### src/rtl/core/avva_pkg.sv
package avva_pkg;

   // Table geometry
   localparam int MAX_STATES  = 16;
   localparam int MAX_NODES   = 64;
   localparam int STATE_IDX_W = $clog2(MAX_STATES);
   localparam int NODE_IDX_W  = (MAX_NODES > 1) ? $clog2(MAX_NODES) : 1;
   localparam int ADDR_W      = NODE_IDX_W + STATE_IDX_W;
   localparam int MEM_DEPTH   = 1 << ADDR_W;

   // Field widths
   localparam int NODE_FIELD_W  = 6;
   localparam int STATE_FIELD_W = 4;
   localparam int ALPHA_W       = 32;
   localparam int BELIEF_W      = 17;
   localparam int REWARD_W      = 40;
   localparam int BEST_NODE_W   = 6;
   localparam int NUM_STATES_W  = 5;
   localparam int NUM_NODES_W   = 7;

   // Datapath widths: signed alpha times zero-extended belief, summed over all states
   localparam int PROD_W = ALPHA_W + BELIEF_W + 1;
   localparam int ACC_W  = PROD_W + STATE_IDX_W;
   localparam int FRAC_W = 16;

   localparam logic signed [REWARD_W-1:0] REWARD_MAX = {1'b0, {(REWARD_W-1){1'b1}}};
   localparam logic signed [REWARD_W-1:0] REWARD_MIN = {1'b1, {(REWARD_W-1){1'b0}}};

   // Command queue
   localparam int QUEUE_DEPTH = 2;
   localparam int QPTR_W      = $clog2(QUEUE_DEPTH);

   // Register port
   localparam int CSR_INDEX_W = 8;
   localparam int CSR_DATA_W  = 32;
   localparam logic [CSR_INDEX_W-1:0] CSR_NUM_STATES = 8'd0;
   localparam logic [CSR_INDEX_W-1:0] CSR_NUM_NODES  = 8'd1;
   localparam logic [NUM_STATES_W-1:0] NUM_STATES_RST = 5'd16;
   localparam logic [NUM_NODES_W-1:0]  NUM_NODES_RST  = 7'd64;

   typedef enum logic [1:0] {
      CMD_LOAD,
      CMD_BELIEF,
      CMD_EVAL
   } cmd_op_type;

   typedef struct packed {
      cmd_op_type                op;
      logic                      store;
      logic [NODE_IDX_W-1:0]     node;
      logic [STATE_IDX_W-1:0]    state;
      logic [ALPHA_W-1:0]        alpha;
      logic [BELIEF_W-1:0]       belief;
   } cmd_type;

   typedef struct packed {
      logic [STATE_IDX_W-1:0] state_last;
      logic [NODE_IDX_W-1:0]  node_last;
   } cfg_type;

   typedef struct packed {
      logic busy;
   } bk_status_type;

   typedef enum logic [1:0] {
      BK_IDLE,
      BK_RUN,
      BK_DRAIN
   } bk_state_type;

endpackage

### src/rtl/core/avva_queue.sv
module avva_queue import avva_pkg::*; (
   input  logic    clock,
   input  logic    reset,
   input  logic    push_valid,
   output logic    push_ready,
   input  cmd_type push_cmd,
   output logic    pop_valid,
   input  logic    pop_ready,
   output cmd_type pop_cmd
);

   localparam logic [QPTR_W:0]   FULL_COUNT = (QPTR_W+1)'(QUEUE_DEPTH);
   localparam logic [QPTR_W-1:0] LAST_PTR   = QPTR_W'(QUEUE_DEPTH - 1);

   cmd_type           entry_ff [QUEUE_DEPTH];
   logic [QPTR_W-1:0] wr_ptr_ff, wr_ptr_in;
   logic [QPTR_W-1:0] rd_ptr_ff, rd_ptr_in;
   logic [QPTR_W:0]   count_ff, count_in;
   logic              push_xfer;
   logic              pop_xfer;

   assign push_ready = count_ff != FULL_COUNT;
   assign pop_valid  = count_ff != '0;
   assign pop_cmd    = entry_ff[rd_ptr_ff];
   assign push_xfer  = push_valid && push_ready;
   assign pop_xfer   = pop_valid && pop_ready;

   // Advance pointers and occupancy
   always_comb begin
      wr_ptr_in = wr_ptr_ff;
      rd_ptr_in = rd_ptr_ff;
      count_in  = count_ff;
      if (push_xfer) begin
         wr_ptr_in = (wr_ptr_ff == LAST_PTR) ? '0 : wr_ptr_ff + 1'b1;
      end
      if (pop_xfer) begin
         rd_ptr_in = (rd_ptr_ff == LAST_PTR) ? '0 : rd_ptr_ff + 1'b1;
      end
      if (push_xfer && !pop_xfer) begin
         count_in = count_ff + 1'b1;
      end else if (pop_xfer && !push_xfer) begin
         count_in = count_ff - 1'b1;
      end
   end

   always_ff @(posedge clock) begin
      if (reset) begin
         wr_ptr_ff <= '0;
         rd_ptr_ff <= '0;
         count_ff  <= '0;
      end else begin
         wr_ptr_ff <= wr_ptr_in;
         rd_ptr_ff <= rd_ptr_in;
         count_ff  <= count_in;
      end
   end

   // Store entry
   always_ff @(posedge clock) begin
      if (push_xfer) begin
         entry_ff[wr_ptr_ff] <= push_cmd;
      end
   end

endmodule

### config.mk
export PLATFORM = sky130hd
export DESIGN_NAME = avva_queue
export DESIGN_NICKNAME = d
export VERILOG_FILES = /design/src/rtl/core/avva_pkg.sv /design/src/rtl/core/avva_queue.sv
export SDC_FILE = /design/constraint.sdc
export NUM_CORES = 1
export LEC_CHECK = 0
export ABC_AREA = 0
export ABC_CLOCK_PERIOD_IN_PS = 3590
export CORE_UTILIZATION = 35
export DETAILED_ROUTE_END_ITERATION = 6
export DONT_BUFFER_PORTS = 1
export PLACE_DENSITY = 0.47
export SLEW_MARGIN = 10
export SYNTH_ARGS = -nofsm -noshare
export SYNTH_HDL_FRONTEND = slang
export SYNTH_SLANG_ARGS = --single-unit
### constraint.sdc
create_clock -name clock -period 3.59 [get_ports clock]
set_clock_uncertainty 0.05 [all_clocks]
set_input_delay 0.359 -clock clock [delete_from_list [all_inputs] [get_ports clock]]
set_output_delay 0.359 -clock clock [all_outputs]
set_load 0.02 [all_outputs]
# After elaboration in Yosys (flattened, before gate mapping)

Memory sizes are Yosys's and may differ from the RTL's. A register that Yosys moved wholly into a read port is not among the register bits.
Index checks and enable logic that the tools add are counted.

RAM bits: 124
Input bits: 66
Memories kept: 1
Logic and storage cells: 25
Output and inout port bits: 64
Bits in registers: 4

Memory list:

| name     | depth | width | read ports | clocked after memory_dff | write ports | line             | source |
|---|---|---|---|---|---|---|---|
| entry_ff | 2     | 62    | 1          | 1                        | 1           | avva_queue.sv:15 | `cmd_type entry_ff [QUEUE_DEPTH];` |

$add $sub $neg: 4
Mux-type cells: 8
Equality and inequality tests: 1
Reductions and logical operators: 8

Operators by type and width:

| kind                | count |
|---|---|
| $mux 1              | 6 |
| $logic_and 1x1->1   | 4 |
| $mux 2              | 2 |
| $reduce_bool 2->1   | 2 |
| $add 1x1->1 const B | 2 |
| $add 2x1->2 const B | 1 |
| $logic_not 1->1     | 2 |
| $ne 2x2->1 const B  | 1 |
| $sub 2x1->2 const B | 1 |

# Longest topological paths before layout

Depth after elaboration: 6
Gate-level depth with buffers: 6
Mapped depth without buffers: 6

# Worst setup path before layout

OpenSTA, ideal clock, no wires.

Path type: register to register
From: register count_ff[0]
To: memory entry_ff[1][0] (netlist bit) (enable)
Library setup time: 0.427 ns
Path slack: 0.877 ns
Period minus slack after synthesis: 2.713 ns
Stages on the path, launching flop included: 3
Required time: 3.113 ns
Buffers on the path: 0
Arrival time: 2.236 ns
Cells stage by stage: dfxtp_1 -> nand2b_1 -> and3_1

Cells in the longest elaborated chain, start to end: 4

Ends and longest elaborated chain:

| item                         | line             | source |
|---|---|---|
| start, declared              | avva_queue.sv:18 | `logic [QPTR_W:0] count_ff, count_in;` |
| start signal, assigned       | avva_queue.sv:54 | `count_ff <= count_in;` |
| $ne 2x2->1                   | avva_queue.sv:22 | `assign push_ready = count_ff != FULL_COUNT;` |
| net push_ready               | avva_queue.sv:5  | `output logic push_ready,` |
| $logic_and 1x1->1            | avva_queue.sv:25 | `assign push_xfer = push_valid && push_ready;` |
| $mux 1                       | avva_queue.sv:60 | `if (push_xfer) begin` |
| $mux 1 (not written as such) | avva_queue.sv:61 | `entry_ff[wr_ptr_ff] <= push_cmd;` |
| end, declared                | avva_queue.sv:15 |  |

The timed path passes the listed nets, and every way through them passes these cells.

==> results.json <==
{
  "outcome": "completed",
  "met2_length_um": 4310,
  "wl_met1_um": 3160,
  "clock_sinks": 129,
  "hpwl_um": 4760,
  "area_growth_pct": 29.2,
  "p_sw_mw": 1.28,
  "slew_violations": 0,
  "start_kind": "flop",
  "r2r_start": "count_ff[0]",
  "cp_top_family": "flip-flops",
  "fillers": 1116,
  "pin_count": 130,
  "rr_endpoint": "entry_ff[0][35]",
  "whs_path_depth": 2,
  "cts_root_buf": "clkbuf_16",
  "place.gp.congestion": 0.629,
  "rsz0062_at_grt": "false",
  "finalSetupViolations": 0,
  "cp_num_buf_inv": 1,
  "cts_tree": "built",
  "maxCapViolations": 0,
  "final_hold_viol_count": 0,
  "vdd_drop_max_uv": 472,
  "hold_end": "wr_ptr_ff",
  "swShare_pct": 28.9,
  "post_route_cells_drive_above_1_share_pct": 31.3,
  "drcViolationCount": 0,
  "p_clk_share_pct": 33.9,
  "worstSetupPathType": "reg -> out",
  "pwr-share-seq_pct": 44.5,
  "grt_overflow": 0,
  "rows": 41,
  "first_pass_iters": 4,
  "crit_slowest_cell": "dfxtp_2",
  "wirelength_um": 8130,
  "cts_resized": 0,
  "fin_crit_sh_pct": 67.7,
  "ys_types": 18,
  "portBuffers": 0,
  "initial_utilization_pct": 36.6,
  "ys_warn_count": 0,
  "grt_max_degree": 63,
  "period_minus_slack_ns": 2.43,
  "pre_cts_slack_ns": 1.38,
  "yosysSeqAreaShare_pct": 81.5,
  "r2r_setup_slack_ns": 1.42,
  "cts.clk_slew.worst_paths_ns": 0.05,
  "core_region_area_um2": 12800,
  "cts_buffers": 17,
  "tns_ns": 0,
  "worstMarginPinSlew_ns": 0.900,
  "min_from": "push_valid",
  "grt_usage_pct": 12.8,
  "first_global_vias": 2465,
  "die_h_um": 118,
  "final_cell_mix": "edfxtp_1 (124), dlygate4sd3_1 (63), mux2_2 (62)",
  "path_cells": "buf_12, mux2_2",
  "ant_nets": 0,
  "ys_ff_latch": 129,
  "slowest_delay_ns": 0.86,
  "grt_pass1_wl_um": 13000,
  "clk_path_buf_depth": 2,
  "die_area_um2": 13900,
  "vias_per_cell": 4.58,
  "dieWidth_um": 118,
  "wl_per_cell_um": 17.0,
  "combPwrFrac_pct": 21.6,
  "hold_path.class": "in -> reg",
  "synthesis.nets": 284,
  "rr_worst_depth": 4,
  "avgSynthCellArea_um2": 21.6,
  "path_max_fanout": 32,
  "p_leak_nw": 2.02,
  "clk-insertion-delay-late_ns": 0.41,
  "relSlewSlack_pct": 40.0,
  "final_common_cell": "edfxtp_1",
  "setup_ws_ns": 1.16,
  "cts.htree.levels": 4,
  "ctsHoldBuffers": 63,
  "wl_met3_um": 513,
  "synthCells": 217,
  "n_antenna_cell": 0,
  "worstSetupEndpointType": "output pin",
  "vias": 2194,
  "antenna_found_initial": 0,
  "nets": 361,
  "drtIter0Drc": 128,
  "cp.required_ns": 3.18,
  "crit_arrival_ns": 2.02,
  "synth_area_um2": 4690,
  "powerDensity_nw_per_um2": 734,
  "p_int_mw": 3.17,
  "timing.fmax_mhz": 411,
  "topRoutingLayerUsed": "met4",
  "cts_setup_buffers": 0
}
## state kept, by name (all words and copies together), names as in the netlist, named ones only
| signal | flops |
|---|---|
| count_ff | 2 |
| rd_ptr_ff | 1 |
| wr_ptr_ff | 1 |
| entry_ff | 124 |
## final cells by class
cell class / instances / area [um2] / area share [%]
Tap cell: 172 / 215 / 3.55
Clock buffer: 17 / 425 / 7.02
Clock inverter: 15 / 101 / 1.67
Sequential cell: 129 / 3820 / 63.1
Multi-Input combinational cell: 80 / 822 / 13.6
Inverter: 1 / 3.75 / 0.0619
Timing Repair Buffer: 65 / 671 / 11.1
## power by group through the flow
stage                     Clock, mW  Sequential (mW)  Combinational [mW]
final                          1.51             1.98               0.959
after global routing           1.62             2.01                1.02
after CTS                      1.55             1.99               0.982
after detailed placement          0             2.02               0.913
after global placement            0             2.01               0.916
after floorplan                   0             1.96               0.821
## worst max-delay path by stage
stage                                  to  cells past startpoint
after CTS                     pop_cmd[28]                      2
after detailed placement  entry_ff[0][29]                      4
final                         pop_cmd[28]                      2
after global placement    entry_ff[0][21]                      4
after global routing          pop_cmd[39]                      2
after floorplan            entry_ff[1][0]                      2
## logic make-up (layout without fill, tap and decap cells)
kind of cell               count (synthesis)  after routing  synth area share, %
xor gates and xnor gates                   3              3                0.560
and+or+nand+nor                            9              9                 1.07
adders and majority gates                  1              1                0.267
DFF                                      129            129                 81.5
AOI/OAI and AO/OA                          5              5                0.640
buffers and inverters                      8             98                 1.09
muxes                                     62             62                 14.9
## cells in the mapped netlist
cell type  instances  area (um2)
nand3b_1           1        7.51
buf_2              2        10.0
buf_4              5        37.5
nand2b_1           1        6.26
or2_2              1        6.26
and2_1             1        6.26
dfxtp_1            5         100
inv_1              1        3.75
o21ai_0            2        10.0
ha_1               1        12.5
a21oi_1            2        10.0
xor2_1             3        26.3
or3_1              1        6.26
edfxtp_1         124        3720
nor2_1             3        11.3
and3_1             1        6.26
a21bo_2            1        10.0
mux2_2            62         698
## through the flow
step	hold WS [ns]	power [mW]	instances	instance area (um2)	util [%]
detailed placement	0.378	2.93	384	4910	38.3
floorplan	0.378	2.78	217	4690	-
global route	0.0749	4.65	479	6060	47.3
finish	0.0958	4.45	479	6060	47.3
global placement	0.376	2.93	384	4910	38.3
CTS	0.0680	4.52	479	6060	47.3
## worst register-to-register path: stages, from the launching register on
cell and delay (ns):
dfxtp_1 0.40, nand2b_1 0.34, nand3b_1 0.17, inv_2 0.56
buf_12 0.31
## routing by layer
layer  vias up  track usage, %
met4         0            7.21
met2        77            22.1
met3        12            5.72
li1       1012               -
met5         -               0
met1      1093            12.7
No activity file was read; power rests on OpenSTA's default activity.
