===== config.mk =====
export PLATFORM = sky130hd
export DESIGN_NAME = avva_front_flat
export DESIGN_NICKNAME = d
export VERILOG_FILES = /design/src/rtl/core/avva_pkg.sv /design/src/rtl/core/avva_if.sv /design/src/rtl/core/avva_front.sv /design/src/flat_wrapper.sv
export SDC_FILE = /design/constraint.sdc
export NUM_CORES = 1
export LEC_CHECK = 0
export BUFFER_PORTS_ARGS = -buffer_cell sky130_fd_sc_hd__buf_2
export CAP_MARGIN = 10
export CORE_MARGIN = 2
export CORE_UTILIZATION = 36
export CTS_CLUSTER_SIZE = 8
export DETAILED_ROUTE_END_ITERATION = 6
export MAX_ROUTING_LAYER = met4
export PLACE_DENSITY = 0.72
export SYNTH_ARGS = -nofsm -noshare
export SYNTH_HDL_FRONTEND = slang
export SYNTH_SLANG_ARGS = --single-unit
export TNS_END_PERCENT = 5

===== constraint.sdc =====
create_clock -name clock -period 1.35 [get_ports clock]
set_input_delay 0.0675 -clock clock [delete_from_list [all_inputs] [get_ports clock]]
set_output_delay 0.0675 -clock clock [all_outputs]
set_load 0.02 [all_outputs]

===== src/rtl/core/avva_pkg.sv =====
package avva_pkg;

   // Table geometry
   localparam int MAX_STATES  = 16;
   localparam int MAX_NODES   = 64;
   localparam int STATE_IDX_W = $clog2(MAX_STATES);
   localparam int NODE_IDX_W  = (MAX_NODES > 1) ? $clog2(MAX_NODES) : 1;
   localparam int ADDR_W      = NODE_IDX_W + STATE_IDX_W;
   localparam int MEM_DEPTH   = 1 << ADDR_W;

   // Field widths
   localparam int NODE_FIELD_W  = 6;
   localparam int STATE_FIELD_W = 4;
   localparam int ALPHA_W       = 32;
   localparam int BELIEF_W      = 17;
   localparam int REWARD_W      = 40;
   localparam int BEST_NODE_W   = 6;
   localparam int NUM_STATES_W  = 5;
   localparam int NUM_NODES_W   = 7;

   // Datapath widths: signed alpha times zero-extended belief, summed over all states
   localparam int PROD_W = ALPHA_W + BELIEF_W + 1;
   localparam int ACC_W  = PROD_W + STATE_IDX_W;
   localparam int FRAC_W = 16;

   localparam logic signed [REWARD_W-1:0] REWARD_MAX = {1'b0, {(REWARD_W-1){1'b1}}};
   localparam logic signed [REWARD_W-1:0] REWARD_MIN = {1'b1, {(REWARD_W-1){1'b0}}};

   // Command queue
   localparam int QUEUE_DEPTH = 2;
   localparam int QPTR_W      = $clog2(QUEUE_DEPTH);

   // Register port
   localparam int CSR_INDEX_W = 8;
   localparam int CSR_DATA_W  = 32;
   localparam logic [CSR_INDEX_W-1:0] CSR_NUM_STATES = 8'd0;
   localparam logic [CSR_INDEX_W-1:0] CSR_NUM_NODES  = 8'd1;
   localparam logic [NUM_STATES_W-1:0] NUM_STATES_RST = 5'd16;
   localparam logic [NUM_NODES_W-1:0]  NUM_NODES_RST  = 7'd64;

   typedef enum logic [1:0] {
      CMD_LOAD,
      CMD_BELIEF,
      CMD_EVAL
   } cmd_op_type;

   typedef struct packed {
      cmd_op_type                op;
      logic                      store;
      logic [NODE_IDX_W-1:0]     node;
      logic [STATE_IDX_W-1:0]    state;
      logic [ALPHA_W-1:0]        alpha;
      logic [BELIEF_W-1:0]       belief;
   } cmd_type;

   typedef struct packed {
      logic [STATE_IDX_W-1:0] state_last;
      logic [NODE_IDX_W-1:0]  node_last;
   } cfg_type;

   typedef struct packed {
      logic busy;
   } bk_status_type;

   typedef enum logic [1:0] {
      BK_IDLE,
      BK_RUN,
      BK_DRAIN
   } bk_state_type;

endpackage


===== src/rtl/core/avva_if.sv =====
interface avva_req_if import avva_pkg::*; ();
   logic                      valid;
   logic                      ready;
   logic                      req_type;
   logic [NODE_FIELD_W-1:0]   node_index;
   logic [STATE_FIELD_W-1:0]  state_index;
   logic signed [ALPHA_W-1:0] alpha_value;
   logic [BELIEF_W-1:0]       belief_value;
   logic                      last_element;

   modport source (output valid, req_type, node_index, state_index, alpha_value,
                   belief_value, last_element, input ready);
   modport sink   (input valid, req_type, node_index, state_index, alpha_value,
                   belief_value, last_element, output ready);
endinterface



===== src/rtl/core/avva_front.sv =====
module avva_front import avva_pkg::*; (
   input  logic      clock,
   input  logic      reset,
   avva_req_if.sink  req_ch,
   output logic      push_valid,
   input  logic      push_ready,
   output cmd_type   push_cmd
);

   logic    cmd_valid_ff, cmd_valid_in;
   cmd_type cmd_ff, cmd_in;
   logic    req_xfer;
   logic    node_ok;
   logic    state_ok;

   // Take a new request whenever the holding register is empty or drains this cycle
   assign req_ch.ready = !cmd_valid_ff || push_ready;
   assign req_xfer     = req_ch.valid && req_ch.ready;

   // Classify the request and check table bounds
   always_comb begin
      node_ok  = int'(req_ch.node_index) < MAX_NODES;
      state_ok = int'(req_ch.state_index) < MAX_STATES;

      cmd_in.op     = CMD_LOAD;
      if (req_ch.req_type) begin
         cmd_in.op = req_ch.last_element ? CMD_EVAL : CMD_BELIEF;
      end
      cmd_in.store  = state_ok && (req_ch.req_type || node_ok);
      cmd_in.node   = NODE_IDX_W'(req_ch.node_index);
      cmd_in.state  = STATE_IDX_W'(req_ch.state_index);
      cmd_in.alpha  = req_ch.alpha_value;
      cmd_in.belief = req_ch.belief_value;

      cmd_valid_in = cmd_valid_ff;
      if (push_ready) begin
         cmd_valid_in = 1'b0;
      end
      if (req_xfer) begin
         cmd_valid_in = 1'b1;
      end
   end

   // Hold valid flag
   always_ff @(posedge clock) begin
      if (reset) begin
         cmd_valid_ff <= 1'b0;
      end else begin
         cmd_valid_ff <= cmd_valid_in;
      end
   end

   // Capture payload on transfer
   always_ff @(posedge clock) begin
      if (req_xfer) begin
         cmd_ff <= cmd_in;
      end
   end

   assign push_valid = cmd_valid_ff;
   assign push_cmd   = cmd_ff;

endmodule


===== src/flat_wrapper.sv =====
// flat-port wrapper written by rule: the top's interface ports become plain ports
module avva_front_flat import avva_pkg::*;
  (clock, reset, push_valid, push_ready, push_cmd, req_ch_valid, req_ch_req_type, req_ch_node_index, req_ch_state_index, req_ch_alpha_value, req_ch_belief_value, req_ch_last_element, req_ch_ready);
  avva_req_if req_ch_i ();
  input  logic clock;
  input  logic reset;
  output logic push_valid;
  input  logic push_ready;
  output cmd_type push_cmd;
  input wire logic [$bits(req_ch_i.valid)-1:0] req_ch_valid;
  input wire logic [$bits(req_ch_i.req_type)-1:0] req_ch_req_type;
  input wire logic [$bits(req_ch_i.node_index)-1:0] req_ch_node_index;
  input wire logic [$bits(req_ch_i.state_index)-1:0] req_ch_state_index;
  input wire logic [$bits(req_ch_i.alpha_value)-1:0] req_ch_alpha_value;
  input wire logic [$bits(req_ch_i.belief_value)-1:0] req_ch_belief_value;
  input wire logic [$bits(req_ch_i.last_element)-1:0] req_ch_last_element;
  output wire logic [$bits(req_ch_i.ready)-1:0] req_ch_ready;
  assign req_ch_i.valid = req_ch_valid;
  assign req_ch_i.req_type = req_ch_req_type;
  assign req_ch_i.node_index = req_ch_node_index;
  assign req_ch_i.state_index = req_ch_state_index;
  assign req_ch_i.alpha_value = req_ch_alpha_value;
  assign req_ch_i.belief_value = req_ch_belief_value;
  assign req_ch_i.last_element = req_ch_last_element;
  assign req_ch_ready = req_ch_i.ready;
  avva_front u_core (.clock(clock), .reset(reset), .req_ch(req_ch_i), .push_valid(push_valid), .push_ready(push_ready), .push_cmd(push_cmd));
endmodule

[After elaboration in Yosys (flattened, before gate mapping)]
Index checks and enable logic that the tools add are counted.
Storage, ports and cells
  flip-flop bits (word level): 62
  latch bits: 0
  bits in writable memories: 0
  memory bits (read-only): 0
  bits of input ports: 65
  logic and storage cells: 13
  memories: 0
Operators by class
  $add $sub $neg: 0
  multipliers: 0
  divide/modulo/power cells: 0
  order comparisons: 0
  equal/unequal tests: 0
  shift-type cells: 0
  multiplexer cells: 3
  bitwise logic cells: 0
  reduce and logical (&&, ||, !) cells: 4
Operators with widths (number)
  $mux 1: 2
  $mux 2: 1
  $reduce_bool 2->1: 1
  $logic_and 1x1->1: 1
  $logic_not 1->1: 1
  $logic_or 1x1->1: 1

[Longest topological paths before layout]
Gate-level depths: netlist of run 1.
  depth after elaboration: 4
  mapped depth: 2
  gate-level depth less buffers: 2

[Worst setup path before layout of run 1]
OpenSTA, ideal clock, no wires.
  kind: register to register
  start point: register u_core.cmd_valid_ff (netlist: u_core.push_valid)
  end point: register u_core.cmd_ff, in the netlist u_core.push_cmd[0], enable pin
  arrival time: 1066 ps
  data required time: 974 ps
  slack: -92 ps
  stages on the path, launching flop included: 3
  path buffers: 0
  period minus slack after synthesis: 1442 ps
  cell sequence: dfxtp_1 -> nand2b_4 -> and2_4
Between the ends
  word-level cells in the longest chain between the ends: 3
Ends and longest elaborated chain
  start, declared: line avva_front.sv:10  | logic cmd_valid_ff, cmd_valid_in;
  start signal, assigned: line avva_front.sv:49  | cmd_valid_ff <= cmd_valid_in;
  $logic_not 1->1: line avva_front.sv:17  | assign req_ch.ready = !cmd_valid_ff || push_ready;
  $logic_or 1x1->1: line avva_front.sv:17
  named net req_ch_ready: line flat_wrapper.sv:17  | output wire logic [$bits(req_ch_i.ready)-1:0] req_ch_ready;
  $logic_and 1x1->1: line avva_front.sv:18  | assign req_xfer = req_ch.valid && req_ch.ready;
  end signal, assigned: line avva_front.sv:56  | cmd_ff <= cmd_in;
  end, declared: line avva_front.sv:11  | cmd_type cmd_ff, cmd_in;
The timed path passes the listed nets, and every way through them passes these cells.
A chain may end at the register's enable or synchronous reset.

[Worst setup path after layout of run 1]
  start point: register u_core.cmd_valid_ff (netlist: u_core.push_valid)
  end point: register u_core.cmd_ff, in the netlist u_core.push_cmd[57], enable pin
Between the ends
  word-level cells in the longest chain between the ends: 3
Ends and longest elaborated chain (line)
  $logic_not 1->1: avva_front.sv:17
  $logic_or 1x1->1: avva_front.sv:17
  $logic_and 1x1->1: avva_front.sv:18
Every way passes these cells.

==> results of run 1 <==
[state kept, by name, summed over array words and instances (netlist names)]
name,count
u_core.push_cmd,61
u_core.push_valid,1
[per-layer routing]
metal	global-route usage (%)	share of wire [%]
met1	17.8	35
met2	32.3	56
met4	9.45	1.8
met3	5.53	7.3
met5	-	0
[kinds of logic after synthesis]
family | after synthesis | synth area share (%)
flops | 62 | 96.9
buf+inv | 2 | 0.589
compound gates | 1 | 0.458
simple gates | 4 | 1.83
other cells | 1 | 0.196
[final cells by class]
cell class | count | area, sq um | area share, %
inverters | 1 | 3.75 | 0.109
clock inverters | 7 | 41.3 | 1.20
repair buffers | 191 | 1290 | 37.5
well taps | 70 | 87.6 | 2.54
clock buffers | 9 | 124 | 3.59
flip-flops and latches | 62 | 1860 | 53.7
multi-input cells | 6 | 47.5 | 1.38
[power by group]
| group | switching [mW] | internal, mW |
|---|---|---|
| logic | 0.288 | 0.275 |
| registers | 0.0278 | 2.25 |
| clock network | 0.678 | 0.647 |
[path summary, 6_finish.rpt]
check                           start                   to  slack [ns]  cells past startpoint
hold reg to reg     u_core.push_valid  u_core.push_cmd[50]        0.78                      2
setup / recovery    u_core.push_valid  u_core.push_cmd[57]        0.19                      3
hold / removal    req_ch_last_element  u_core.push_cmd[60]        0.03                      2
setup reg to reg    u_core.push_valid  u_core.push_cmd[57]        0.19                      3
[per-stage QoR]
step | util [%] | setup slack (ns) | cell area [sq um] | std cells
global placement | 52.4 | 0.216 | 2680 | 269
detailed placement | 52.4 | 0.202 | 2680 | 269
finish | 67.6 | 0.194 | 3450 | 346
global route | 67.6 | 0.136 | 3450 | 346
floorplan | - | -0.0372 | 1910 | 70
CTS | 67.6 | 0.193 | 3450 | 346
[cells in the mapped netlist]
cell / instances
nand2b_4: 1
and2_1: 1
and2_4: 1
dfxtp_1: 1
inv_1: 1
buf_4: 1
edfxtp_1: 61
nor2b_1: 1
conb_1: 1
a21oi_2: 1
[critical path, delay by kind of cell (launching register included)]
family | cells | cell delay [ns]
flops | 1 | 0.35
simple gates | 2 | 0.30
buf+inv | 1 | 0.20
==> metrics, run 1 <==
I/O Buffers=approximately 130; Sink Count=62; most frequent cells in the layout=buf_2, dlygate4sd3_1, edfxtp_1, clkbuf_8; Post-Syn Nets=135; Nets=roughly 340; Yosys cell types=10; drt total wl=just under 5000 um; CTS Root Cell=clkbuf_8; CP endpoint kind=flop; HPWL Detailed=2780 um; Crit Path Category=flop to flop; Post-Syn Area=around 0.0019 sq mm; mean post-synth cell area=27.3 sq um; GRT overflow=0; vias in the first global route=1559; CTS clk-pin slew, worst paths=0.06 ns; Tot Pwr=4.16 mW; yosys warns=0; CP Data Required Time=around 1.4 ns; Slowest cell on crit path=dfxtp_4; ant diodes=0; Peak Freq=865 MHz; Iteration-0 DRC Markers=48; setup TNS=0 ns; Cell Chain, Critical Path=nand2b_4, and2_4, buf_12; gr usage total=18.2%; crit-path max FO=23; RSZ-0062 raised after global routing=no; CTS Buffer Depth=2; clock latency on the worst-skew pair=between 0.3 and 0.4 ns; first-pass GRT wire length=7570 um; DRC=0; number of max-cap violations=0; vias per cell=4.10; share of cells above drive strength 1=54.0%; Layout area overhead=80.7%; cell accounting for the most synthesized area=edfxtp_1; CTS H-tree depth=3; Routed Antenna Nets=0; Final Skew=0.00674 ns; routability cong.=approximately 0.72; die width=76.9 um; Critical Path Source Type=flop; Worst VDD drop=0.776 mV; Row Count=26; io pins=129; DR WL/cell=14.3 um; TritonCTS buffer count=9; chip height=76.9 um; Synth top area share=95.9%; hold_ws=0.0327 ns; Synth Instances=70; commonest non-fill, non-tap cell in the layout=buf_2; final setup violation count=0; period utilization=85.6%; CTS Hold Buffers Added=61; Arrival @ worst endpoint=between 1 and 1.5 ns; CTS tree=yes; largest net degree at the start of global routing=26; vias=1417; Final Hold Fails=0; leakage dissipation=1.48 nW; core area=0.00511 sq mm; worst hold-check path type=primary input to flop; Post-CTS Setup Bufs=0; Die ar.=0.00591 sq mm; CP max stage delay=between 0.3 and 0.4 ns; initial antenna violation count=0; synthesized flop and latch total=62; status=completed; Synth area leaders=edfxtp_1, dfxtp_1, nand2b_4; post-synthesis sequential area ratio=96.9%; Final Max Tran Viols=0; pwr/cell area=1210 mW/mm^2; Starting Density=37.4%; crit path time final=1.16 ns; drt first pass iters=4; cells resized by post-CTS repair=0; fill count=356
(Power assumes the default switching activity.)
==> run 2, diff against run 1 <==
- CORE_UTILIZATION: 36 -> 40
- PLACE_DENSITY: 0.72 -> 0.75
- clock period: 1.35 -> 1.4 ns (I/O delays scaled with it)
==> metrics, run 2 (synthesized netlist as in run 1, its figures left out) <==
fill count=about 280; CTS H-tree depth=3; Peak Freq=879 MHz; cells resized by post-CTS repair=0; max FFs per register=61; pwr/cell area=1260 mW/mm^2; worst reg2reg path depth=3; Final Hold Fails=0; share of cells above drive strength 1=between 50 and 60%; Placed Area=0.00264 sq mm; final setup violation count=0; CP Data Required Time=1.66 ns; Arrival @ worst endpoint=1.40 ns; vias per cell=4.35; core area=0.00466 sq mm; Finished Cell Area=between 0.003 and 0.004 sq mm; initial antenna violation count=0; I/O Buffers=127; setup TNS=0 ns; DR WL/cell=roughly 15 um; commonest non-fill, non-tap cell in the layout=buf_2; vias in the first global route=1473; first-pass GRT wire length=6740 um; vias=between 1k and 1.5k; leakage dissipation=1.50 nW; Crit Path Category=flop to flop; Layout area overhead=80.7%; clock latency on the worst-skew pair=0.32 ns; Final Skew=0.00697 ns; most frequent cells in the layout=buf_2, dlygate4sd3_1, edfxtp_1, clkbuf_8, clkinv_2; HPWL Detailed=2760 um; ant diodes=0; routability cong.=~0.65; Sink Count=slightly above 60; TritonCTS buffer count=9; Worst VDD drop=0.673 mV; Starting Density=41.0%; CTS Hold Buffers Added=61; CP endpoint kind=flop; Tot Pwr=4.36 mW; drt total wl=4940 um; Final Max Tran Viols=0; gr usage total=18.7%; Iteration-0 DRC Markers=76; worst hold-check path type=primary input to flop; io pins=129; DRC=0; status=completed; RSZ-0062 raised after global routing=no; CTS Buffer Depth=2; number of max-cap violations=0; Critical Path Source Type=flop; CTS tree=yes; crit-path max FO=3; Nets=between 300 and 400; die width=roughly 73 um; Die ar.=0.00535 sq mm; drt first pass iters=4; period utilization=81.2%; largest net degree at the start of global routing=44; CTS Root Cell=clkbuf_8; Post-CTS Setup Bufs=0; CTS clk-pin slew, worst paths=0.07 ns; Row Count=25; chip height=73.1 um; crit path time final=1.14 ns; GRT overflow=0; Routed Antenna Nets=0; Min-Delay Path Depth=2
run 2: stage by stage:
step	hold WS, ns	utilization (%)	instances	worst slack, ns
finish	0.0337	74.1	329	0.263
global route	0.0355	74.1	329	0.222
CTS	0.0167	74.1	329	0.259
detailed placement	0.228	56.5	252	0.278
global placement	0.226	56.5	252	0.306
floorplan	0.125	-	70	0.0127
run 2: per-layer routing:
metal	up-vias	share of wire (%)	track usage, %	wire, um
li1	674	-	-	-
met1	666	35	17.9	1720
met2	80	56	33.1	2760
met3	12	6.8	4.70	335
met4	0	2.5	11.5	124
met5	-	0	-	0
run 2: final timing paths:
kind	slack (ns)	from	to
setup reg to reg	0.26	u_core.push_valid	u_core.push_valid
hold / removal	0.03	req_ch_last_element	u_core.push_cmd[60]
hold reg to reg	0.93	u_core.push_valid	u_core.push_cmd[13]
setup / recovery	0.26	u_core.push_valid	u_core.push_valid
run 2: worst max-delay path: stages (launching register included):
cell and delay [ns]:
dfxtp_2 0.35, nand2b_4 0.06, a21oi_2 0.12, dlygate4sd3_1 0.54
run 2: cell type report:
class	count	area, sq um	share of cell area, %
flip-flops and latches	62	1850	53.7
repair buffers	190	1270	36.9
clock buffers	11	131	3.81
clock inverters	5	75.1	2.17
well taps	54	67.6	1.96
multi-input cells	6	47.5	1.38
inverters	1	3.75	0.109
run 2: power breakdown:
part           switching [mW]  internal, mW  total [mW]
Combinational           0.278         0.258       0.536
Clock                   0.633         0.994        1.63
Sequential             0.0276          2.17        2.20
